===== src/rtl/tpcc_pkg.sv =====
// Package: shared types and constants for the tracker pattern cell converter.
`default_nettype none
package tpcc_pkg;

  // Configuration register indexes
  localparam int CFG_IDX_W = 2;
  localparam logic [CFG_IDX_W-1:0] REG_ROW_COUNT     = 2'd0;
  localparam logic [CFG_IDX_W-1:0] REG_PATTERN_TEMPO = 2'd1;

  // Wide enough for row numbers and row limits up to 256
  localparam int CMP_W = 9;

  // Special input bytes
  localparam logic [7:0] NB_NO_NOTE = 8'hFE;  // clears note and instrument
  localparam logic [7:0] NB_EMPTY   = 8'hFF;  // clears volume too
  localparam logic [7:0] EB_NONE    = 8'hFF;

  // Source effect codes
  localparam logic [3:0] FX_PORTA_UP   = 4'h0;
  localparam logic [3:0] FX_PORTA_DOWN = 4'h1;
  localparam logic [3:0] FX_TONE_PORTA = 4'h2;
  localparam logic [3:0] FX_VIBRATO    = 4'h4;
  localparam logic [3:0] FX_SPEED      = 4'h5;

  // Extended-effect subcommands (parameter high nibble)
  localparam logic [3:0] SUB_PORTA_UP   = 4'h1;
  localparam logic [3:0] SUB_PORTA_DOWN = 4'h2;
  localparam logic [3:0] SUB_TONE_PORTA = 4'h3;
  localparam logic [3:0] SUB_VIBRATO    = 4'h4;
  localparam logic [3:0] SUB_SPEED      = 4'hF;

  // Output codes
  localparam logic [6:0] EFF_NONE     = 7'h00;
  localparam logic [6:0] EFF_EXTENDED = 7'h70;
  localparam logic [3:0] VEFF_NONE    = 4'h0;
  localparam logic [3:0] VEFF_SET_VOL = 4'hC;
  localparam logic [6:0] NOTE_BIAS    = 7'd25;
  localparam logic [7:0] VOL_MAX      = 8'd255;

  // Queue between front and back
  localparam int QUEUE_DEPTH = 2;
  localparam int QPTR_W      = $clog2(QUEUE_DEPTH);

  // One classified cell waiting for the back end
  typedef struct packed {
    logic [7:0] note_byte;
    logic [7:0] info_byte;
    logic [7:0] effect_byte;
    logic [5:0] row;
    logic [3:0] channel;
    logic       insert;       // emit the channel-0 cell first
    logic       speed;        // channel-0 cell carries the speed command
    logic [3:0] tempo;
    logic       pattern_end;
  } cell_entry_t;

  typedef struct packed {
    logic full;
    logic empty;
  } queue_status_t;

endpackage
`default_nettype wire


===== src/rtl/tpcc_if.sv =====
// Interfaces: input cell, result cell and configuration write channels.
`default_nettype none
interface tpcc_in_if;
  logic       valid;
  logic       ready;
  logic [7:0] note_byte;
  logic [7:0] info_byte;
  logic [7:0] effect_byte;
  modport source (output valid, output note_byte, output info_byte, output effect_byte,
                  input ready);
  modport sink (input valid, input note_byte, input info_byte, input effect_byte,
                output ready);
endinterface

interface tpcc_out_if;
  logic       valid;
  logic       ready;
  logic [3:0] channel;
  logic [5:0] row;
  logic [6:0] note;
  logic [6:0] instrument;
  logic [3:0] volume_effect;
  logic [7:0] volume;
  logic [6:0] effect;
  logic [7:0] effect_param;
  logic       last_in_run;
  logic       pattern_end;
  modport source (output valid, output channel, output row, output note, output instrument,
                  output volume_effect, output volume, output effect, output effect_param,
                  output last_in_run, output pattern_end, input ready);
  modport sink (input valid, input channel, input row, input note, input instrument,
                input volume_effect, input volume, input effect, input effect_param,
                input last_in_run, input pattern_end, output ready);
endinterface

interface tpcc_cfg_if;
  logic       valid;
  logic       ready;
  logic [1:0] index;
  logic [7:0] data;
  modport source (output valid, output index, output data, input ready);
  modport sink (input valid, input index, input data, output ready);
endinterface
`default_nettype wire


===== src/rtl/tpcc_front.sv =====
// Front end: accepts cells, tracks row/channel position, classifies each cell.
`default_nettype none
module tpcc_front #(
  parameter int MAX_ROWS       = 64,
  parameter int INPUT_CHANNELS = 8
) (
  input  wire logic                clk,
  input  wire logic                rst_n,
  tpcc_in_if.sink                  in_ch,
  input  wire logic [6:0]          row_count,
  input  wire logic [5:0]          pattern_tempo,
  input  wire tpcc_pkg::queue_status_t q_status,
  output logic                     push,
  output tpcc_pkg::cell_entry_t    push_entry
);
  import tpcc_pkg::*;

  localparam int ROW_W = (MAX_ROWS > 1) ? $clog2(MAX_ROWS) : 1;
  localparam int CH_W  = (INPUT_CHANNELS > 1) ? $clog2(INPUT_CHANNELS) : 1;

  logic [ROW_W-1:0] row_r, row_nxt;
  logic [CH_W-1:0]  ch_r, ch_nxt;
  logic [CMP_W-1:0] row_ext, rows_lim;
  logic             accept, last_ch, in_range;

  assign in_ch.ready = !q_status.full;
  assign accept      = in_ch.valid && !q_status.full;
  assign last_ch     = (ch_r == CH_W'(INPUT_CHANNELS - 1));

  // rows converted = min(row_count, MAX_ROWS)
  assign rows_lim = (CMP_W'(row_count) > CMP_W'(MAX_ROWS)) ? CMP_W'(MAX_ROWS)
                                                           : CMP_W'(row_count);
  assign row_ext  = CMP_W'(row_r);
  assign in_range = (row_ext < rows_lim);

  always_comb begin
    row_nxt = row_r;
    ch_nxt  = ch_r;
    if (accept) begin
      if (last_ch) begin
        ch_nxt  = '0;
        row_nxt = (row_r == ROW_W'(MAX_ROWS - 1)) ? '0 : ROW_W'(row_r + 1'b1);
      end else begin
        ch_nxt = CH_W'(ch_r + 1'b1);
      end
    end
  end

  always_ff @(posedge clk) begin
    if (!rst_n) begin
      row_r <= '0;
      ch_r  <= '0;
    end else begin
      row_r <= row_nxt;
      ch_r  <= ch_nxt;
    end
  end

  // Cells beyond the converted rows are consumed and dropped here
  assign push = accept && in_range;

  always_comb begin
    push_entry.note_byte   = in_ch.note_byte;
    push_entry.info_byte   = in_ch.info_byte;
    push_entry.effect_byte = in_ch.effect_byte;
    push_entry.row         = 6'(row_ext);
    push_entry.channel     = 4'(6'(ch_r) + 6'd1);
    push_entry.insert      = (ch_r == '0);
    push_entry.speed       = (row_r == '0) && (pattern_tempo != '0);
    push_entry.tempo       = pattern_tempo[3:0];
    push_entry.pattern_end = last_ch && ((row_ext + 1'b1) == rows_lim);
  end

endmodule
`default_nettype wire


===== src/rtl/tpcc_queue.sv =====
// Two-entry queue decoupling the front end from the back end.
`default_nettype none
module tpcc_queue (
  input  wire logic                 clk,
  input  wire logic                 rst_n,
  input  wire logic                 push,
  input  wire tpcc_pkg::cell_entry_t push_entry,
  input  wire logic                 pop,
  output tpcc_pkg::cell_entry_t     head,
  output tpcc_pkg::queue_status_t   status
);
  import tpcc_pkg::*;

  cell_entry_t       mem_r [QUEUE_DEPTH];
  logic [QPTR_W-1:0] wr_ptr_r, rd_ptr_r;
  logic [QPTR_W:0]   count_r;
  logic              do_push, do_pop;

  assign status.full  = (count_r == (QPTR_W+1)'(QUEUE_DEPTH));
  assign status.empty = (count_r == '0);
  assign do_push      = push && !status.full;
  assign do_pop       = pop && !status.empty;
  assign head         = mem_r[rd_ptr_r];

  always_ff @(posedge clk) begin
    if (do_push) begin
      mem_r[wr_ptr_r] <= push_entry;
    end
  end

  always_ff @(posedge clk) begin
    if (!rst_n) begin
      wr_ptr_r <= '0;
      rd_ptr_r <= '0;
      count_r  <= '0;
    end else begin
      if (do_push) begin
        wr_ptr_r <= (wr_ptr_r == QPTR_W'(QUEUE_DEPTH - 1)) ? '0 : QPTR_W'(wr_ptr_r + 1'b1);
      end
      if (do_pop) begin
        rd_ptr_r <= (rd_ptr_r == QPTR_W'(QUEUE_DEPTH - 1)) ? '0 : QPTR_W'(rd_ptr_r + 1'b1);
      end
      case ({do_push, do_pop})
        2'b10:   count_r <= count_r + 1'b1;
        2'b01:   count_r <= count_r - 1'b1;
        default: count_r <= count_r;
      endcase
    end
  end

endmodule
`default_nettype wire


===== src/rtl/tpcc_back.sv =====
// Back end: decodes queued cells and drives the registered result channel.
`default_nettype none
module tpcc_back (
  input  wire logic                 clk,
  input  wire logic                 rst_n,
  input  wire tpcc_pkg::cell_entry_t head,
  input  wire tpcc_pkg::queue_status_t q_status,
  output logic                      pop,
  tpcc_out_if.source                out_ch
);
  import tpcc_pkg::*;

  logic       out_valid_r;
  logic       ins_done_r;     // channel-0 cell of the head entry already sent
  logic       load, send_ins;
  logic [3:0] channel_r;
  logic [5:0] row_r;
  logic [6:0] note_r, ins_r, eff_r;
  logic [3:0] veff_r;
  logic [7:0] vol_r, par_r;
  logic       last_r, pend_r;

  // decoded cell
  logic [6:0] d_note, d_ins, d_eff;
  logic [3:0] d_veff, lo;
  logic [7:0] d_vol, d_par;

  assign lo = head.effect_byte[3:0];

  always_comb begin
    d_note = 7'(head.note_byte[7:2]) + NOTE_BIAS;
    d_ins  = 7'({head.note_byte[1:0], head.info_byte[7:4]}) + 7'd1;
    d_veff = VEFF_SET_VOL;
    d_vol  = (head.info_byte[3:0] == 4'hF) ? VOL_MAX
                                           : {4'(head.info_byte[3:0] + 4'd1), 4'h0};
    d_eff  = EFF_NONE;
    d_par  = '0;
    if (head.effect_byte != EB_NONE) begin
      case (head.effect_byte[7:4])
        FX_PORTA_UP:   begin d_eff = EFF_EXTENDED; d_par = {SUB_PORTA_UP, lo};   end
        FX_PORTA_DOWN: begin d_eff = EFF_EXTENDED; d_par = {SUB_PORTA_DOWN, lo}; end
        FX_TONE_PORTA: begin d_eff = EFF_EXTENDED; d_par = {SUB_TONE_PORTA, lo}; end
        FX_VIBRATO:    begin d_eff = EFF_EXTENDED; d_par = {SUB_VIBRATO, lo};    end
        FX_SPEED:      begin d_eff = EFF_EXTENDED; d_par = {SUB_SPEED, lo};      end
        default:       ;
      endcase
    end
    if (head.note_byte == NB_NO_NOTE) begin
      d_note = '0;
      d_ins  = '0;
    end else if (head.note_byte == NB_EMPTY) begin
      d_note = '0;
      d_ins  = '0;
      d_veff = VEFF_NONE;
      d_vol  = '0;
    end
  end

  assign load     = !q_status.empty && (!out_valid_r || out_ch.ready);
  assign send_ins = head.insert && !ins_done_r;
  assign pop      = load && !send_ins;

  always_ff @(posedge clk) begin
    if (!rst_n) begin
      out_valid_r <= 1'b0;
      ins_done_r  <= 1'b0;
    end else begin
      if (load) begin
        out_valid_r <= 1'b1;
        ins_done_r  <= send_ins;
      end else if (out_ch.ready) begin
        out_valid_r <= 1'b0;
      end
    end
  end

  always_ff @(posedge clk) begin
    if (load) begin
      row_r <= head.row;
      if (send_ins) begin
        channel_r <= '0;
        note_r    <= '0;
        ins_r     <= '0;
        veff_r    <= VEFF_NONE;
        vol_r     <= '0;
        eff_r     <= head.speed ? EFF_EXTENDED : EFF_NONE;
        par_r     <= head.speed ? {SUB_SPEED, head.tempo} : 8'h00;
        last_r    <= 1'b0;
        pend_r    <= 1'b0;
      end else begin
        channel_r <= head.channel;
        note_r    <= d_note;
        ins_r     <= d_ins;
        veff_r    <= d_veff;
        vol_r     <= d_vol;
        eff_r     <= d_eff;
        par_r     <= d_par;
        last_r    <= 1'b1;
        pend_r    <= head.pattern_end;
      end
    end
  end

  assign out_ch.valid         = out_valid_r;
  assign out_ch.channel       = channel_r;
  assign out_ch.row           = row_r;
  assign out_ch.note          = note_r;
  assign out_ch.instrument    = ins_r;
  assign out_ch.volume_effect = veff_r;
  assign out_ch.volume        = vol_r;
  assign out_ch.effect        = eff_r;
  assign out_ch.effect_param  = par_r;
  assign out_ch.last_in_run   = last_r;
  assign out_ch.pattern_end   = pend_r;

endmodule
`default_nettype wire


===== src/rtl/tracker_pattern_cell_converter_unit.sv =====
// Top level: tracker pattern cell converter (front end, queue, back end, config).
//
// Usage
//   in_ch  : one packed 3-byte pattern cell per transaction, row-major,
//            INPUT_CHANNELS cells per row, MAX_ROWS rows per pattern.
//   out_ch : decoded cells. The first cell of each row yields two
//            transactions (channel 0, then channel 1); others yield one.
//            last_in_run marks the final transaction of an input cell.
//            Cells in rows at or past row_count yield nothing.
//   cfg_ch : register writes (0 = row_count, 1 = pattern_tempo); always
//            ready, write only while the block is idle.
// Timing
//   An accepted cell sits in the queue after its accept edge; its first
//   result is registered from the queue head once the output register is
//   free. Throughput is one output transaction per cycle while the receiver
//   is ready, set by the single output register of the back end: one cell
//   per cycle on a row's later channels; a row's first cell takes two
//   transactions. The two-entry queue lets in_ch keep taking cells while
//   a result waits on a stalled receiver; in_ch.ready drops only if it is full.
// Reset: row 0 / channel 0, queue and output empty, row_count 64, tempo 0.
`default_nettype none
module tracker_pattern_cell_converter_unit #(
  parameter int MAX_ROWS       = 64,
  parameter int INPUT_CHANNELS = 8
) (
  input  wire logic  clk,
  input  wire logic  rst_n,
  tpcc_in_if.sink    in_ch,
  tpcc_out_if.source out_ch,
  tpcc_cfg_if.sink   cfg_ch
);
  import tpcc_pkg::*;

  logic [6:0]    row_count_r;
  logic [5:0]    pattern_tempo_r;
  logic          push, pop;
  cell_entry_t   push_entry, head;
  queue_status_t q_status;

  // Configuration registers; writes to unknown indexes are ignored
  assign cfg_ch.ready = 1'b1;

  always_ff @(posedge clk) begin
    if (!rst_n) begin
      row_count_r     <= 7'd64;
      pattern_tempo_r <= '0;
    end else if (cfg_ch.valid) begin
      unique case (cfg_ch.index)
        REG_ROW_COUNT:     row_count_r     <= cfg_ch.data[6:0];
        REG_PATTERN_TEMPO: pattern_tempo_r <= cfg_ch.data[5:0];
        default:           ;
      endcase
    end
  end

  // Front end: position tracking and classification
  tpcc_front #(
    .MAX_ROWS       (MAX_ROWS),
    .INPUT_CHANNELS (INPUT_CHANNELS)
  ) u_front (
    .clk           (clk),
    .rst_n         (rst_n),
    .in_ch         (in_ch),
    .row_count     (row_count_r),
    .pattern_tempo (pattern_tempo_r),
    .q_status      (q_status),
    .push          (push),
    .push_entry    (push_entry)
  );

  // Decoupling queue
  tpcc_queue u_queue (
    .clk        (clk),
    .rst_n      (rst_n),
    .push       (push),
    .push_entry (push_entry),
    .pop        (pop),
    .head       (head),
    .status     (q_status)
  );

  // Back end: decode and result register
  tpcc_back u_back (
    .clk      (clk),
    .rst_n    (rst_n),
    .head     (head),
    .q_status (q_status),
    .pop      (pop),
    .out_ch   (out_ch)
  );

  // Front never pushes into a full queue
  a_no_overflow: assert property (@(posedge clk) disable iff (!rst_n)
    push |-> !q_status.full)
    else $error("push into full queue");

  // Only the inserted channel-0 cell is not the last of its run
  a_insert_ch0: assert property (@(posedge clk) disable iff (!rst_n)
    (out_ch.valid && !out_ch.last_in_run) |-> (out_ch.channel == 4'd0))
    else $error("non-final result on a real channel");

  // Pattern end only on a cell's final result
  a_end_last: assert property (@(posedge clk) disable iff (!rst_n)
    (out_ch.valid && out_ch.pattern_end) |-> out_ch.last_in_run)
    else $error("pattern_end on non-final result");

  // Inserted cell is followed at once by channel 1 of the same row
  a_insert_follow: assert property (@(posedge clk) disable iff (!rst_n)
    (out_ch.valid && out_ch.ready && !out_ch.last_in_run) |=>
      (out_ch.valid && out_ch.last_in_run && out_ch.channel == 4'd1 &&
       out_ch.row == $past(out_ch.row)))
    else $error("inserted cell not followed by channel 1");

endmodule
`default_nettype wire


===== src/flat_wrapper.sv =====
// flat-port wrapper written by rule: the top's interface ports become plain ports
module tracker_pattern_cell_converter_unit_flat import tpcc_pkg::*;
#(
  parameter int MAX_ROWS       = 64,
  parameter int INPUT_CHANNELS = 8
)
  (clk, rst_n, in_ch_valid, in_ch_note_byte, in_ch_info_byte, in_ch_effect_byte, in_ch_ready, out_ch_valid, out_ch_channel, out_ch_row, out_ch_note, out_ch_instrument, out_ch_volume_effect, out_ch_volume, out_ch_effect, out_ch_effect_param, out_ch_last_in_run, out_ch_pattern_end, out_ch_ready, cfg_ch_valid, cfg_ch_index, cfg_ch_data, cfg_ch_ready);
  tpcc_in_if in_ch_i ();
  tpcc_out_if out_ch_i ();
  tpcc_cfg_if cfg_ch_i ();
  input  wire logic clk;
  input  wire logic rst_n;
  input wire logic [$bits(in_ch_i.valid)-1:0] in_ch_valid;
  input wire logic [$bits(in_ch_i.note_byte)-1:0] in_ch_note_byte;
  input wire logic [$bits(in_ch_i.info_byte)-1:0] in_ch_info_byte;
  input wire logic [$bits(in_ch_i.effect_byte)-1:0] in_ch_effect_byte;
  output wire logic [$bits(in_ch_i.ready)-1:0] in_ch_ready;
  output wire logic [$bits(out_ch_i.valid)-1:0] out_ch_valid;
  output wire logic [$bits(out_ch_i.channel)-1:0] out_ch_channel;
  output wire logic [$bits(out_ch_i.row)-1:0] out_ch_row;
  output wire logic [$bits(out_ch_i.note)-1:0] out_ch_note;
  output wire logic [$bits(out_ch_i.instrument)-1:0] out_ch_instrument;
  output wire logic [$bits(out_ch_i.volume_effect)-1:0] out_ch_volume_effect;
  output wire logic [$bits(out_ch_i.volume)-1:0] out_ch_volume;
  output wire logic [$bits(out_ch_i.effect)-1:0] out_ch_effect;
  output wire logic [$bits(out_ch_i.effect_param)-1:0] out_ch_effect_param;
  output wire logic [$bits(out_ch_i.last_in_run)-1:0] out_ch_last_in_run;
  output wire logic [$bits(out_ch_i.pattern_end)-1:0] out_ch_pattern_end;
  input wire logic [$bits(out_ch_i.ready)-1:0] out_ch_ready;
  input wire logic [$bits(cfg_ch_i.valid)-1:0] cfg_ch_valid;
  input wire logic [$bits(cfg_ch_i.index)-1:0] cfg_ch_index;
  input wire logic [$bits(cfg_ch_i.data)-1:0] cfg_ch_data;
  output wire logic [$bits(cfg_ch_i.ready)-1:0] cfg_ch_ready;
  assign in_ch_i.valid = in_ch_valid;
  assign in_ch_i.note_byte = in_ch_note_byte;
  assign in_ch_i.info_byte = in_ch_info_byte;
  assign in_ch_i.effect_byte = in_ch_effect_byte;
  assign in_ch_ready = in_ch_i.ready;
  assign out_ch_valid = out_ch_i.valid;
  assign out_ch_channel = out_ch_i.channel;
  assign out_ch_row = out_ch_i.row;
  assign out_ch_note = out_ch_i.note;
  assign out_ch_instrument = out_ch_i.instrument;
  assign out_ch_volume_effect = out_ch_i.volume_effect;
  assign out_ch_volume = out_ch_i.volume;
  assign out_ch_effect = out_ch_i.effect;
  assign out_ch_effect_param = out_ch_i.effect_param;
  assign out_ch_last_in_run = out_ch_i.last_in_run;
  assign out_ch_pattern_end = out_ch_i.pattern_end;
  assign out_ch_i.ready = out_ch_ready;
  assign cfg_ch_i.valid = cfg_ch_valid;
  assign cfg_ch_i.index = cfg_ch_index;
  assign cfg_ch_i.data = cfg_ch_data;
  assign cfg_ch_ready = cfg_ch_i.ready;
  tracker_pattern_cell_converter_unit #(.MAX_ROWS(MAX_ROWS), .INPUT_CHANNELS(INPUT_CHANNELS)) u_core (.clk(clk), .rst_n(rst_n), .in_ch(in_ch_i), .out_ch(out_ch_i), .cfg_ch(cfg_ch_i));
endmodule

===== config.mk =====
export PLATFORM = sky130hd
export DESIGN_NAME = tracker_pattern_cell_converter_unit_flat
export DESIGN_NICKNAME = d
export VERILOG_FILES = /design/src/rtl/tpcc_pkg.sv /design/src/rtl/tpcc_if.sv /design/src/rtl/tpcc_front.sv /design/src/rtl/tpcc_queue.sv /design/src/rtl/tpcc_back.sv /design/src/rtl/tracker_pattern_cell_converter_unit.sv /design/src/flat_wrapper.sv
export SDC_FILE = /design/constraint.sdc
export NUM_CORES = 1
export LEC_CHECK = 0
export ABC_AREA = 1
export BUFFER_PORTS_ARGS = -buffer_cell sky130_fd_sc_hd__buf_4
export CAP_MARGIN = 10
export CELL_PAD_IN_SITES_DETAIL_PLACEMENT = 0
export CELL_PAD_IN_SITES_GLOBAL_PLACEMENT = 2
export CORE_MARGIN = 4
export CORE_UTILIZATION = 30
export DETAILED_ROUTE_END_ITERATION = 16
export PLACE_DENSITY_LB_ADDON = 0.2
export SKIP_LAST_GASP = 1
export SYNTH_ARGS = -nofsm -noshare
export SYNTH_HDL_FRONTEND = slang
export SYNTH_SLANG_ARGS = --single-unit

===== constraint.sdc =====
create_clock -name clk -period 4 [get_ports clk]
set_clock_uncertainty 0.15 [all_clocks]
set_input_delay 0.2 -clock clk [delete_from_list [all_inputs] [get_ports clk]]
set_output_delay 0.2 -clock clk [all_outputs]
set_load 0.005 [all_outputs]

==> results.ini <==
[setup_path]
critical_path.slowest_cell=nor2_4
end_kind=flip-flop
slowest_delay_ns=0.39
reg2reg_slack_ns=1.19
startpoint_type=flip-flop
crit_family=simple AND/OR/NAND/NOR gates
worst-path-buf-inv=3
path_cells=nor2_1, nand3_1, nand2_1, nand2_1, ha_1, nand2_1, inv_1, o21ai_0, nand3_1, nor2_1, inv_1, nor2_4, buf_12
r2r_start=u_core.row_count_r[2]$_SDFFE_PN0P_
worstRegToRegCells=13
worst_path_most_repeated_cell=nand2_1
critPathMaxFanout=28
cp_data_required_time_ns=3.96
timing.setup.critical_path_class=flip-flop to flip-flop
reg2reg_to=u_core.u_queue.mem_r[0][15]$_DFFE_PP_
cp_data_arrival_time_ns=2.77

[worst_hold_path]
holdCritStartpoint=cfg_ch_index[0]
worstHoldPathCells=4
hold_path.class=primary input to flip-flop
min_to=u_core.row_count_r[0]$_SDFFE_PN0P_

[route]
dr.first_iter.drc_count=209
routedWlPerCell_um=13.24
drtAntennaViolNets=0
dr.pass1.iters=4
finalWirelength_mm=13.59
dr_total_vias=4413
drc=0
viasPerCell=4.301

[synth]
async_flop_share_pct=0
synth_top_family_by_area=simple AND/OR/NAND/NOR gates
syn_area_um2=6609
yosysSeqAreaShare_pct=64.67
synth_compound_area_share_pct=5.774
yosys_warnings=0
synth.distinct_cells=42
synthTopCellsByArea=edfxtp_1 (56%), dfxtp_1 (8.8%), nand2_1 (7.6%)
synth_flop_cell=edfxtp_1
synth_mux_area_share_pct=1.212
synth_top_area_cell=edfxtp_1
synth-xor-area-share_pct=0.7952
synth_fa_ha_area_share_pct=2.840
synth-simple-area-share_pct=18.00
syn_avg_cell_area_um2=10.96
synth_seq_cells=152
syn_inst=603
synth-edff-count=123
synthDominantCellAreaShare_pct=55.89

[sta]
max_freq_mhz=355.9
setup_viol=0
worst_slew_pin_slew_ns=0.6101
slew_headroom_pct=59.32
fin_crit_ns=2.809
fin_tns_setup_ns=0
fin_crit_sh_pct=70.24
finalHoldWorstSlack_ns=0.07587
drv_slew=0
hold_viol=0
rsz0062_at_grt=no

[clock_network]
numCtsBuffers=17
clk_path_buf_depth=2
path_clk_slew_ns=0.06
h-tree-depth=4
root_buffer=clkbuf_16
clk_latency_ns=0.42
cts_tree=yes
clock-sinks=152

[power_and_ir_drop]
leakagePower_nw=3.506
switching_share_pct=30.78
combPwrFrac_pct=29.5
power_mw=6.046
power_density_nw_per_um2=706.9
power_frac_clock_pct=30.0
vdd_drop_max_mv=0.2919
internal-power_mw=4.185
power_frac_seq_pct=40.5
p_sw_mw=1.861

[global_route]
grt_use_met3_pct=2.627
grt_first_pass_wirelength_mm=22.14
grt_max_degree=44
grt_usage_pct=11.59
antenna_found_initial=0
grt_overflow_total=0
grtUsageMet1_pct=14.51
use_met2_pct=19.48
grt_most_used_layer=met2
grt_pass1_vias=4486

[run_status]
status=complete, no violations

[layout]
antenna_cells=0
area_growth_pct=29.42
final_nets=787
drive_gt1_share_pct=22.12
postLayoutCellArea_um2=8553

[floorplanning]
coreArea_um2=21760
initial_core_util_pct=30.38
rows=54
dieArea_um2=24470
die_w_um=156.4
die_height_um=156.4
io_pins=95

[placed_design]
portBuffers=86
finalWeightedCongestion=0.7932
place_area_um2=7480
dp_hpwl_mm=9.202

[job]
maxCapViolations=0

==> worst max path at each step <==
stage | slack (ns) | from | cells past startpoint | to
CTS | 1.12 | u_core.row_count_r[2]$_SDFFE_PN0P_ | 13 | u_core.u_queue.mem_r[0][15]$_DFFE_PP_
detailed placement | 1.13 | u_core.row_count_r[2]$_SDFFE_PN0P_ | 13 | u_core.u_queue.mem_r[0][14]$_DFFE_PP_
global placement | 1.10 | u_core.row_count_r[2]$_SDFFE_PN0P_ | 13 | u_core.u_queue.mem_r[0][16]$_DFFE_PP_
floorplan | 0.25 | u_core.row_count_r[4]$_SDFFE_PN0P_ | 12 | u_core.u_queue.mem_r[0][0]$_DFFE_PP_
global route | 0.94 | u_core.row_count_r[2]$_SDFFE_PN0P_ | 13 | u_core.u_queue.mem_r[0][15]$_DFFE_PP_
finish | 1.19 | u_core.row_count_r[2]$_SDFFE_PN0P_ | 13 | u_core.u_queue.mem_r[0][15]$_DFFE_PP_
==> cell families (layout without fill, tap and decap cells) <==
kind of cell | Yosys count | in the layout
AOI/OAI and AO/OA | 65 | 65
xor gates and xnor gates | 6 | 6
adders and majority gates | 15 | 15
buffers and inverters | 85 | 223
DFF | 152 | 152
muxes | 8 | 8
other | 2 | 7
and+or+nand+nor | 270 | 270
==> cells in the mapped netlist (2+ instances only) <==
cell and n:
nor2_1 76, nand2_1 133, nand2_2 10, nand2_4 4
xor2_1 4, buf_12 2, conb_1 2, buf_2 4
clkbuf_1 2, mux2i_1 8, or2_1 2, ha_1 15
inv_1 58, xnor2_1 2, buf_6 4, buf_4 13
a211oi_1 3, o21ai_1 6, edfxtp_1 123, nand4_1 6
dfxtp_1 29, o21ai_2 6, o22ai_1 4, nor2_2 12
o21ai_0 24, a21oi_1 17, nand3_1 19
==> routing by layer <==
metal  wire (um)  vias to the layer above  part of all wire (%)
met5           0                        -                     0
met4         214                        0                   1.6
met3         557                       15                   4.1
met2        6598                       82                    49
met1        6215                     2052                    46
li1            -                     2264                     -
==> metrics by stage <==
stage               worst slack (ns)  utilization [%]  std cells
floorplan                     0.2546                -        608
CTS                            1.116            39.31       1026
detailed placement             1.130            34.38        954
global route                  0.9373            39.31       1026
global placement               1.103            34.38        954
finish                         1.191            39.31       1026
==> power by group through the flow <==
| stage | clock network, mW | registers, mW | logic [mW] |
|---|---|---|---|
| floorplan | 0 | 2.47 | 1.18 |
| global placement | 0 | 2.48 | 1.80 |
| detailed placement | 0 | 2.49 | 1.80 |
| CTS | 1.86 | 2.46 | 1.84 |
| global route | 1.92 | 2.50 | 2.03 |
| finish | 1.81 | 2.45 | 1.79 |
==> cell type report <==
class,instances,area [um^2]
multi-input cells,371,1933
fillers,2175,13200
repair buffers,131,1096
inverters,60,225.2
clock buffers,17,425.4
clock inverters,15,247.7
flip-flops and latches,152,4275
well taps,280,350.3
==> placed cells by master, fill, tap and decap left out, drive strengths merged, types with 2 or more instances in the layout <==
master       count
nand2          147
edfxtp         123
buf             91
nor2            89
inv             60
dlygate4sd3     40
o21ai           36
dfxtp           29
nand3           21
a21oi           18
clkbuf          17
ha              15
mux2i            8
conb             7
nand4            7
bufinv           6
clkinv           6
o22ai            4
xor2             4
a211oi           3
clkinvlp         3
or2              3
xnor2            2
==> repair_timing <==
item                                   4_1_cts  5_1_grt
hold buffers                                40        0
endpoints found under the hold margin       69        0
setup buffers                                0        0
resized for setup                            0        0
==> flip-flops by register name (all words and copies together) (netlist names), 4 cells and up, named ones only <==
register and count:
u_core.u_back.out_ch.note 7, u_core.u_back.out_ch.volume 5, u_core.u_queue.mem_r 82, u_core.u_back.out_ch.instrument 7, u_core.u_back.out_ch.channel 4, u_core.row_count_r 7
u_core.u_back.out_ch.row 6, u_core.u_front.row_r 6, u_core.u_back.out_ch.effect_param 8, u_core.pattern_tempo_r 6
==> worst min-delay path: cells and delay by family <==
family	cells	cell delay (ns)
AOI/OAI and AO/OA	1	0.11
buffers and inverters	1	0.08
and+or+nand+nor	2	0.21
(Power assumes the default switching activity.)
